**config.mk**
```make
export PLATFORM = sky130hd
export DESIGN_NAME = fbv_sign_stage
export DESIGN_NICKNAME = d
export VERILOG_FILES = /design/src/hdl/fbv_pkg.sv /design/src/hdl/fbv_sign_stage.sv
export SDC_FILE = /design/constraint.sdc
export NUM_CORES = 1
export LEC_CHECK = 0
export ABC_AREA = 1
export BUFFER_PORTS_ARGS = -buffer_cell sky130_fd_sc_hd__buf_2
export CAP_MARGIN = 40
export CELL_PAD_IN_SITES_DETAIL_PLACEMENT = 1
export CELL_PAD_IN_SITES_GLOBAL_PLACEMENT = 1
export CORE_AREA = 2 2 475 477
export DETAILED_ROUTE_END_ITERATION = 12
export DIE_AREA = 0 0 477 479
export PLACE_DENSITY_LB_ADDON = 0.1
export RECOVER_POWER = 100
export SYNTH_ARGS = -nofsm -noshare
export SYNTH_HDL_FRONTEND = slang
export SYNTH_SLANG_ARGS = --single-unit
```
**constraint.sdc**
```tcl
create_clock -name clk_i -period 3.2 [get_ports clk_i]
set_clock_uncertainty 0.1 [all_clocks]
set_input_delay 0.32 -clock clk_i [delete_from_list [all_inputs] [get_ports clk_i]]
set_output_delay 0.32 -clock clk_i [all_outputs]
set_load 0.02 [all_outputs]
```
**src/hdl/fbv_pkg.sv**
```systemverilog
// Shared constants and codes for the frustum box visibility block.
// No dependencies; every other file in hdl/ refers to this package by scoped name.
`default_nettype none

package fbv_pkg;

  localparam int unsigned DefValueBits = 24;
  localparam int unsigned NumPlanes    = 6;
  localparam int unsigned NumCoeffs    = 4;
  localparam int unsigned NumAxes      = 3;
  localparam int unsigned NumRows      = 4;
  localparam int unsigned CoeffOffset  = 3;
  localparam int unsigned RowW         = 3;
  localparam int unsigned VertexShift  = 8;

  typedef enum logic {
    ActLoad = 1'b0,
    ActTest = 1'b1
  } action_e;

endpackage

`default_nettype wire

```
**src/hdl/fbv_sign_stage.sv**
```systemverilog
// Plane sums, sign test and the registered visibility flag.
// Depends on fbv_pkg for plane and coefficient counts.
`default_nettype none

module fbv_sign_stage #(
  parameter int unsigned ValueBits = fbv_pkg::DefValueBits,
  localparam int unsigned SumW     = 2 * ValueBits + 3
) (
  input  wire logic clk_i,
  input  wire logic commit_i,
  input  wire logic [fbv_pkg::NumPlanes-1:0][fbv_pkg::NumCoeffs-1:0][SumW-1:0] terms_i,
  output logic      visible_o
);

  logic [fbv_pkg::NumPlanes-1:0] behind;
  logic                          visible_d;
  logic                          visible_q;

  for (genvar p = 0; p < fbv_pkg::NumPlanes; p++) begin : g_plane
    logic signed [SumW-1:0] sum;
    assign sum = $signed(terms_i[p][0]) + $signed(terms_i[p][1])
               + $signed(terms_i[p][2]) + $signed(terms_i[p][3]);
    assign behind[p] = sum[SumW-1];
  end

  assign visible_d = ~|behind;

  always_ff @(posedge clk_i) begin
    if (commit_i) begin
      visible_q <= visible_d;
    end
  end

  assign visible_o = visible_q;

endmodule

`default_nettype wire

```
==> impl_metrics.csv <==
group,metric,value,unit
final_layout,nFillCells,27247,
global_routing,grt_pass1_vias,26628,
logic_synthesis,yosysWarnings,0,
logic_synthesis,yosysSeqAreaShare,0.122,%
sta,slew_viol_final,0,
placement,pre_cts_slack,-987,ps
final_layout,fin_util,16.1,%
min_path,hold-path-endpoint,"visible_o",
sta,relSlewSlack,61.9,%
logic_synthesis,syn_nets,5236,
logic_synthesis,yosysTopAreaCell,"fa_1",
drt,drtAntennaViolNets,0,
floorplanning,pin_count,1227,
floorplanning,dieHeight,479,um
pwr,internal_power,3.99,mW
pwr,p_seq_share,0.2,%
clocking,clkSlewWorstSetupHoldPaths,0,ps
global_routing,grt_pass1_wl,189000,um
sta,post-route-min-period,3370,ps
logic_synthesis,synthCells,3128,
drt,firstDrtPassIters,4,
status,violations,"setup timing",
pwr,power_leakage,21.5,nW
status,status,"complete, but fails checks",
pwr,pwr-share-clk,0,%
placement,portBuffers,1226,
pwr,swShare,55.2,%
sta,fmax,297,MHz
drt,wl_per_cell,18.1,um
sta,period_share,105,%
global_routing,gr-usage-all-layers,11.6,%
global_routing,antenna_found_initial,182,
drt,vias,22813,
logic_synthesis,synth.area.top_cells,"fa_1, inv_1, ha_1",
min_path,hp-class,"in -> reg",
final_layout,syn2layout_area_growth,46.3,%
sta,final-setup-viol-count,1,
logic_synthesis,synth_top_area_share,48.4,%
min_path,min_path_cells,1,
global_routing,grt_overflow_total,0,
pwr,vdd_drop_max,84.8,uV
placement,hpwl,135000,um
logic_synthesis,synth.distinct_cells,26,
logic_synthesis,ys_async_sr_fraction,0,%
sta,hold_viol,0,
floorplanning,core_area,224000,sq um
pwr,power.density,247,nW/um^2
final_layout,nets,6512,
floorplanning,die-area,228000,sq um
logic_synthesis,yosysMostFrequentCell,"inv_1",
logic_synthesis,synth-main-ff-cell,"edfxtp_1",
logic_synthesis,synth_common_cells,"inv_1, fa_1, nand2_1",
sta,fin_ws,-167,ps
clocking,holdBufCountCts,0,
floorplanning,num_rows,174,
logic_synthesis,ys_ff_latch,1,
final_layout,drive_above_1_share,33.3,%
global_routing,grt_start_max_net_pins,4,
pwr,pwr-share-comb,99.8,%
setup_path,cp-end-kind,"flip-flop",
drt,initialDrtViolationCount,399,
pwr,p_switching,4.90,mW
drt,vias_per_cell,3.06,
min_path,hold_path_startpoint,"commit_i",
final_layout,largest_reg_flops,1,
drt,wirelength,135000,um
setup_path,crit_fanout,3,
sta,holdWs,444,ps
logic_synthesis,synth_edf_count,1,
setup_path,crit_required,2850,ps
placement,gp_congestion,0.839,
pwr,total_power,8.89,mW
setup_path,start_kind,"input port",
setup_path,path_class,"in -> reg",
final_layout,ff_latch_area,30.0,sq um
setup_path,cp.arrival,3020,ps
run,drv_cap,0,
floorplanning,die_w,477,um
placement,postPlaceCellArea,35000,sq um
final_layout,multi_input_area,19500,sq um
floorplanning,initial_utilization,11.0,%
drt,post-route-drc-count,0,
logic_synthesis,synth_area,24600,sq um
sta,rsz0062_at_grt,"yes",
final_layout,final_cell_area,35900,sq um
logic_synthesis,synth.avg_cell_area,7.85,sq um
sta,tightest_slew,569,ps
[through the flow]
step	setup TNS, ps	instances
global route	-352	7417
floorplan	0	3128
finish	-167	7456
detailed placement	-987	7398
global placement	-1040	7398
CTS	-213	7395
[layout make-up]
cell class,instances,area share (%)
multi-input combinational,1559,54.2
timing repair buffer,1274,18.5
inverter,1568,16.4
tap,2992,10.4
antenna,62,0.432
sequential,1,0.0836
[cell usage in the layout, fill, tap and decap left out, drive strengths merged]
cell type     n
diode        62
a21oi       115
nand2b        1
clkbuf        1
a21boi        1
nor3         14
edfxtp        1
nand3        45
nor2         86
buf        1273
nand4        19
inv        1568
and2          1
ha          288
xnor2        19
o21a         13
nor3b         2
nand2       307
xor2         11
o21bai        2
fa          594
nand3b        2
o21ai        30
a21o          9
[how the worst max path moves through the flow]
stage             startpoint         to  slack [ps]  cells past startpoint
3_5_place_dp   terms_i[1044]  visible_o        -990                     16
2_1_floorplan   terms_i[653]  visible_o         350                     16
3_3_place_gp   terms_i[1045]  visible_o       -1040                     17
4_1_cts         terms_i[310]  visible_o        -210                     21
6_report        terms_i[660]  visible_o        -170                     16
5_1_grt         terms_i[421]  visible_o        -350                     17
[critical path, cell delays in order]
cell     delay (ps)
buf_2           120
fa_2            430
buf_4           170
fa_1            530
ha_1            340
nand2_1          80
nor2_2          120
nand2_2          90
nor3_4          210
nand2_1         100
nor2_1          120
nand2_2          70
nand3_1          80
nand2_1         100
nand3_2          80
nor2_1           40
[layer usage]
layer | global-route usage, % | vias up | part of all wire [%]
li1 | - | 11019 | -
met1 | 13.7 | 10682 | 40
met2 | 21.1 | 746 | 51
met3 | 3.39 | 248 | 6.9
met4 | 1.61 | 118 | 1.8
met5 | 0 | - | 0.53
[power by group through the flow]
| stage | combinational (mW) | clock [mW] | sequential, mW |
|---|---|---|---|
| global placement | 8.76 | 0 | 0.0171 |
| detailed placement | 8.73 | 0 | 0.0170 |
| global route | 10.6 | 0.000000967 | 0.0171 |
| floorplan | 4.88 | 0 | 0.0182 |
| finish | 8.87 | 0.00000264 | 0.0169 |
| CTS | 9.19 | 0 | 0.0170 |
[what timing repair did]
item | CTS | global route
setup endpoints to repair | 1 | 1
pin swaps | 119 | 60
setup buffers | 1 | 1
hold endpoints to repair | 0 | 0
gates resized for setup | 144 | 84
[cells by family after synthesis]
group / Yosys count / synth area share, %
compound gates: 170 / 3.72
buf+inv: 1568 / 24.0
fa+ha+maj: 882 / 63.1
flops: 1 / 0.122
xor+xnor: 30 / 1.07
simple gates: 477 / 8.02
No activity file was read; power rests on OpenSTA's default activity.
