### src/hdl/fbv_pkg.sv
// Shared constants and codes for the frustum box visibility block.
// No dependencies; every other file in hdl/ refers to this package by scoped name.
`default_nettype none

package fbv_pkg;

  localparam int unsigned DefValueBits = 24;
  localparam int unsigned NumPlanes    = 6;
  localparam int unsigned NumCoeffs    = 4;
  localparam int unsigned NumAxes      = 3;
  localparam int unsigned NumRows      = 4;
  localparam int unsigned CoeffOffset  = 3;
  localparam int unsigned RowW         = 3;
  localparam int unsigned VertexShift  = 8;

  typedef enum logic {
    ActLoad = 1'b0,
    ActTest = 1'b1
  } action_e;

endpackage

`default_nettype wire

### src/hdl/fbv_plane_store.sv
// Plane coefficient registers: six planes by four coefficients, built from matrix columns.
// Depends on fbv_pkg for plane and coefficient counts.
`default_nettype none

module fbv_plane_store #(
  parameter int unsigned ValueBits = fbv_pkg::DefValueBits
) (
  input  wire logic                                   clk_i,
  input  wire logic                                   rst_ni,
  input  wire logic                                   load_i,
  input  wire logic [1:0]                             column_i,
  input  wire logic [fbv_pkg::NumRows-1:0][ValueBits-1:0] rows_i,
  output logic [fbv_pkg::NumPlanes-1:0][fbv_pkg::NumCoeffs-1:0][ValueBits:0] coeffs_o
);

  logic [fbv_pkg::NumPlanes-1:0][ValueBits:0]                        col_d;
  logic [fbv_pkg::NumPlanes-1:0][fbv_pkg::NumCoeffs-1:0][ValueBits:0] coeff_q;

  for (genvar j = 0; j < fbv_pkg::NumAxes; j++) begin : g_row
    logic signed [ValueBits:0] w_row;
    logic signed [ValueBits:0] ref_row;
    assign w_row   = $signed({rows_i[fbv_pkg::RowW][ValueBits-1],
                              rows_i[fbv_pkg::RowW]});
    assign ref_row = $signed({rows_i[j][ValueBits-1], rows_i[j]});
    assign col_d[2*j]   = w_row + ref_row;
    assign col_d[2*j+1] = w_row - ref_row;
  end

  always_ff @(posedge clk_i or negedge rst_ni) begin
    if (!rst_ni) begin
      coeff_q <= '0;
    end else if (load_i) begin
      for (int p = 0; p < fbv_pkg::NumPlanes; p++) begin
        coeff_q[p][column_i] <= col_d[p];
      end
    end
  end

  assign coeffs_o = coeff_q;

endmodule

`default_nettype wire

### config.mk
export PLATFORM = sky130hd
export DESIGN_NAME = fbv_plane_store
export DESIGN_NICKNAME = d
export VERILOG_FILES = /design/src/hdl/fbv_pkg.sv /design/src/hdl/fbv_plane_store.sv
export SDC_FILE = /design/constraint.sdc
export NUM_CORES = 1
export LEC_CHECK = 0
export ABC_CLOCK_PERIOD_IN_PS = 2100
export BUFFER_PORTS_ARGS = -buffer_cell sky130_fd_sc_hd__buf_2
export CELL_PAD_IN_SITES_DETAIL_PLACEMENT = 0
export CELL_PAD_IN_SITES_GLOBAL_PLACEMENT = 1
export CORE_MARGIN = 10
export CORE_UTILIZATION = 43
export DETAILED_ROUTE_END_ITERATION = 12
export MAX_ROUTING_LAYER = met4
export PLACE_DENSITY = 0.88
export SETUP_SLACK_MARGIN = 0.5
export SYNTH_ARGS = -nofsm -noshare
export SYNTH_HDL_FRONTEND = slang
export SYNTH_SLANG_ARGS = --single-unit
### constraint.sdc
create_clock -name clk_i -period 2.1 [get_ports clk_i]
set_input_delay 0.21 -clock clk_i [delete_from_list [all_inputs] [get_ports clk_i]]
set_output_delay 0.21 -clock clk_i [all_outputs]
set_load 0.05 [all_outputs]
==> metrics <==
status completed; post-synthesis mux area share less than 1%; final slew viol count 0; CTS Buffer Depth 3; clock sink count between 500 and 600; initial antenna violation count 46; min-delay worst type input pin to flip-flop; largest net degree at the start of global routing 102; Worst-Margin Slew between 0.6 and 0.7 ns; Worst EP arrival around 2.6 ns; Synth Area in Compound Gates between 10% and 20%; site row count 94; Crit Reg-Reg Endpoint coeffs_o[546]$_DFFE_PN0P_; top_reg_cell synth dfrtp_1; RSZ-0062 raised after global routing true; Pwr Total 50.34 mW; CP delay by family, top buffers and inverters; drt pass-1 iters 5; final net count 4,594; largest family of logic cells by synthesized area compound AO/OA/AOI/OAI gates; final setup fails 0; clk root buf clkbuf_16; Die H ~280 um; Sw Pwr between 20 and 25 mW; register bit total from synthesis between 500 and 600; Post-Synthesis Cells 3,089; vias per cell roughly 5.2; chip width approximately 280 um; adder-cell share of the synthesized area roughly 6.8%; CTS tree done; XOR/XNOR share of the synthesized area around 4%; ys async rst share 100.0%; Worst Skew 0 ns; clock transition at the registers of the reported paths roughly 0.06 ns; slowest CP cell fa_2; period utilization a little over nine tenths; post-DP HPWL ~90,000 um; clock share of power ~22%; Fin. Hold Viols 0; flop-to-flop setup slack 1.23 ns; max FFs per register just under 600; crit path to coeffs_o[595]$_DFFE_PN0P_; most frequent cell after synthesis nand2_1; MaxCap Viol Count 0; crit-path most repeated cell buf_12; Reg2Reg Depth 4; die area between 70,000 and 80,000 um2; global-route wire length before repair 173,600 um; library cells used by synthesis between 70 and 80; Vias ~28,000; Initial DRC Count about 1,900; combinational power share 46.6%; Buf/Inv on CP 8; Final ANT Viol Nets 0; pwr dens around 1200 nW/um2; Tmin final between 2 and 2.5 ns; # DRC 0; synth-to-layout area growth 52.83%; crit path from rows_i[73]; Peak VDD IR ~0.91 mV; Fmax achieved slightly below 500 MHz; Rel. slew slack 53.47%; Internal Power 27.04 mW; CP Cell Sequence buf_12 -> buf_12 -> inv_4 -> buf_12 -> buf_12 -> fa_2 -> nand2b_4 -> a21oi_4 -> o31a_1 -> a21boi_4 -> buf_6 -> a31oi_4 -> buf_6 -> buf_6 -> xnor2_4 -> o21ai_1; Overflow after GRT 0; number of instances in the placed design about 5,100; number of cells on the critical path 16; crit path launch type input pin; Fillers about 5,400; Critical Path Max Stage Delay 0.36 ns; Synth area leaders dfrtp_1, o21ai_0, nand2_1; share of the synthesized area in the top cell type 51.98%; post-route cell area ~43,000 um2; Warnings, synthesis 0; Buffers on Ports 700; sw frac between 40% and 50%; area of the mapped netlist ~28,000 um2; share of cells above drive strength 1 between 40% and 50%; total CTS buffers 60; post-route insts no fill 5,302; Setup TNS 0 ns; syn nets ~3,300; wire length per cell roughly 22 um; critical path capture point type flip-flop; drt total wl between 100,000 and 150,000 um; Register Area around 15,000 um2; Post-Synth Simple-Gate Area between 10 and 15%; Worst R2R Start coeffs_o[546]$_DFFE_PN0P_; IO Count approximately 700; Max FO, Critical Path 5; vias in the first global route ~28,000; critical path type input pin to flip-flop; area occupied by multi-input gates approximately 15,000 um2; Placement Cell Area approximately 38,000 um2; Leak Pwr roughly 22 nW; sequential area share after synthesis 51.98%; Placer Congestion approximately 0.97; hold slack roughly 0.054 ns; Clock Latency Late Sink 0.62 ns; Core ar. between 60,000 and 70,000 um2; Data required, critical path 2.60 ns; Global Route Usage Sum 30.24%; syn_area_per_cell 9.165 um2; Post-synth top cells nand2_1, o21ai_0, dfrtp_1, clkbuf_1, a21oi_1; Synth area leader dfrtp_1; number of enable flip-flop cells after synthesis 0; H-tree depth 2; Flop pwr share a little under a third; Initial Util 43.21%
logic make-up (layout without fill, tap and decap cells):
group                    count (synthesis)  after routing
AO/OA/AOI/OAI                          946            946
XOR/XNOR                               126            126
adder cells (fa/ha/maj)                150            150
buffers and inverters                  332           1634
flip-flops                             588            588
multiplexers                             2              2
other                                    0             47
AND/OR/NAND/NOR                        945            945
cells in the final DEF (no fill, tap or decap), types with 66 or more instances in the layout:
master   synthesis  layout
inv_1          135     112
o21ai_1         14     129
o21ai_2          2     129
ha_1           144      98
nor2_1         111      99
dfrtp_1        588     588
o21ai_0        609     361
buf_2           16     677
buf_4           12     588
xnor2_1        108      66
buf_6            0      67
a21oi_1        155     105
nand2_1        666     661
final cells by class:
type,instances,share of cell area (%)
Clock inverter,23,0.8010
Clock buffer,87,3.982
Inverter,139,1.417
Timing Repair Buffer,1385,22.13
Antenna cell,47,0.2718
Multi-Input combinational cell,2169,34.90
Sequential cell,588,34.01
Tap cell,864,2.499
routing by layer:
| layer | vias to the layer above | GRT usage [%] | part of all wire, % |
|---|---|---|---|
| li1 | 13030 | - | - |
| met1 | 13520 | 34.88 | 39 |
| met3 | 250 | 7.166 | 6.9 |
| met4 | 0 | 13.64 | 4.9 |
| met2 | 897 | 49.63 | 49 |
| met5 | - | - | 0 |
how the worst min path moves through the flow:
stage | endpoint | slack (ns) | depth (start not counted) | start
global route | coeffs_o[524]$_DFFE_PN0P_ | 0.07 | 3 | column_i[1]
global placement | coeffs_o[404]$_DFFE_PN0P_ | 0.19 | 1 | rst_ni
CTS | coeffs_o[1]$_DFFE_PN0P_ | 0.007 | 4 | column_i[1]
floorplan | coeffs_o[100]$_DFFE_PN0P_ | -0.09 | 0 | rst_ni
finish | coeffs_o[1]$_DFFE_PN0P_ | 0.05 | 4 | column_i[1]
detailed placement | coeffs_o[404]$_DFFE_PN0P_ | 0.19 | 1 | rst_ni
power by group through the flow:
stage / clock network, mW / logic, mW / registers [mW]
6_report: 11.3 / 23.5 / 15.6
5_1_grt: 11.8 / 24.7 / 15.9
4_1_cts: 11.4 / 22.7 / 15.6
3_5_place_dp: 0 / 22.0 / 15.7
3_3_place_gp: 0 / 21.8 / 15.6
2_1_floorplan: 0 / 4.67 / 25.1
per-stage QoR:
stage	util (%)	setup WS (ns)
floorplan	-	-0.2113
global placement	58.02	-0.7770
detailed placement	58.02	-0.8135
CTS	63.44	0.07712
global route	66.03	-0.06771
finish	66.05	0.03636
worst min-delay path, cell delays in order:
cell and delay [ns]:
buf_2 0.19, nor3b_2 0.12, nand2_1 0.08, nand2_1 0.04
timing repair:
item / 4_1_cts / 5_1_grt
hold buffers: 2 / 0
gates cloned: 1 / 0
buffers inserted: 30 / 33
resized for setup: 275 / 358
pin swaps: 118 / 136
hold endpoints to repair: 85 / 0
endpoints found under the setup margin: 438 / 464
Power figures use the tool's default switching activity.
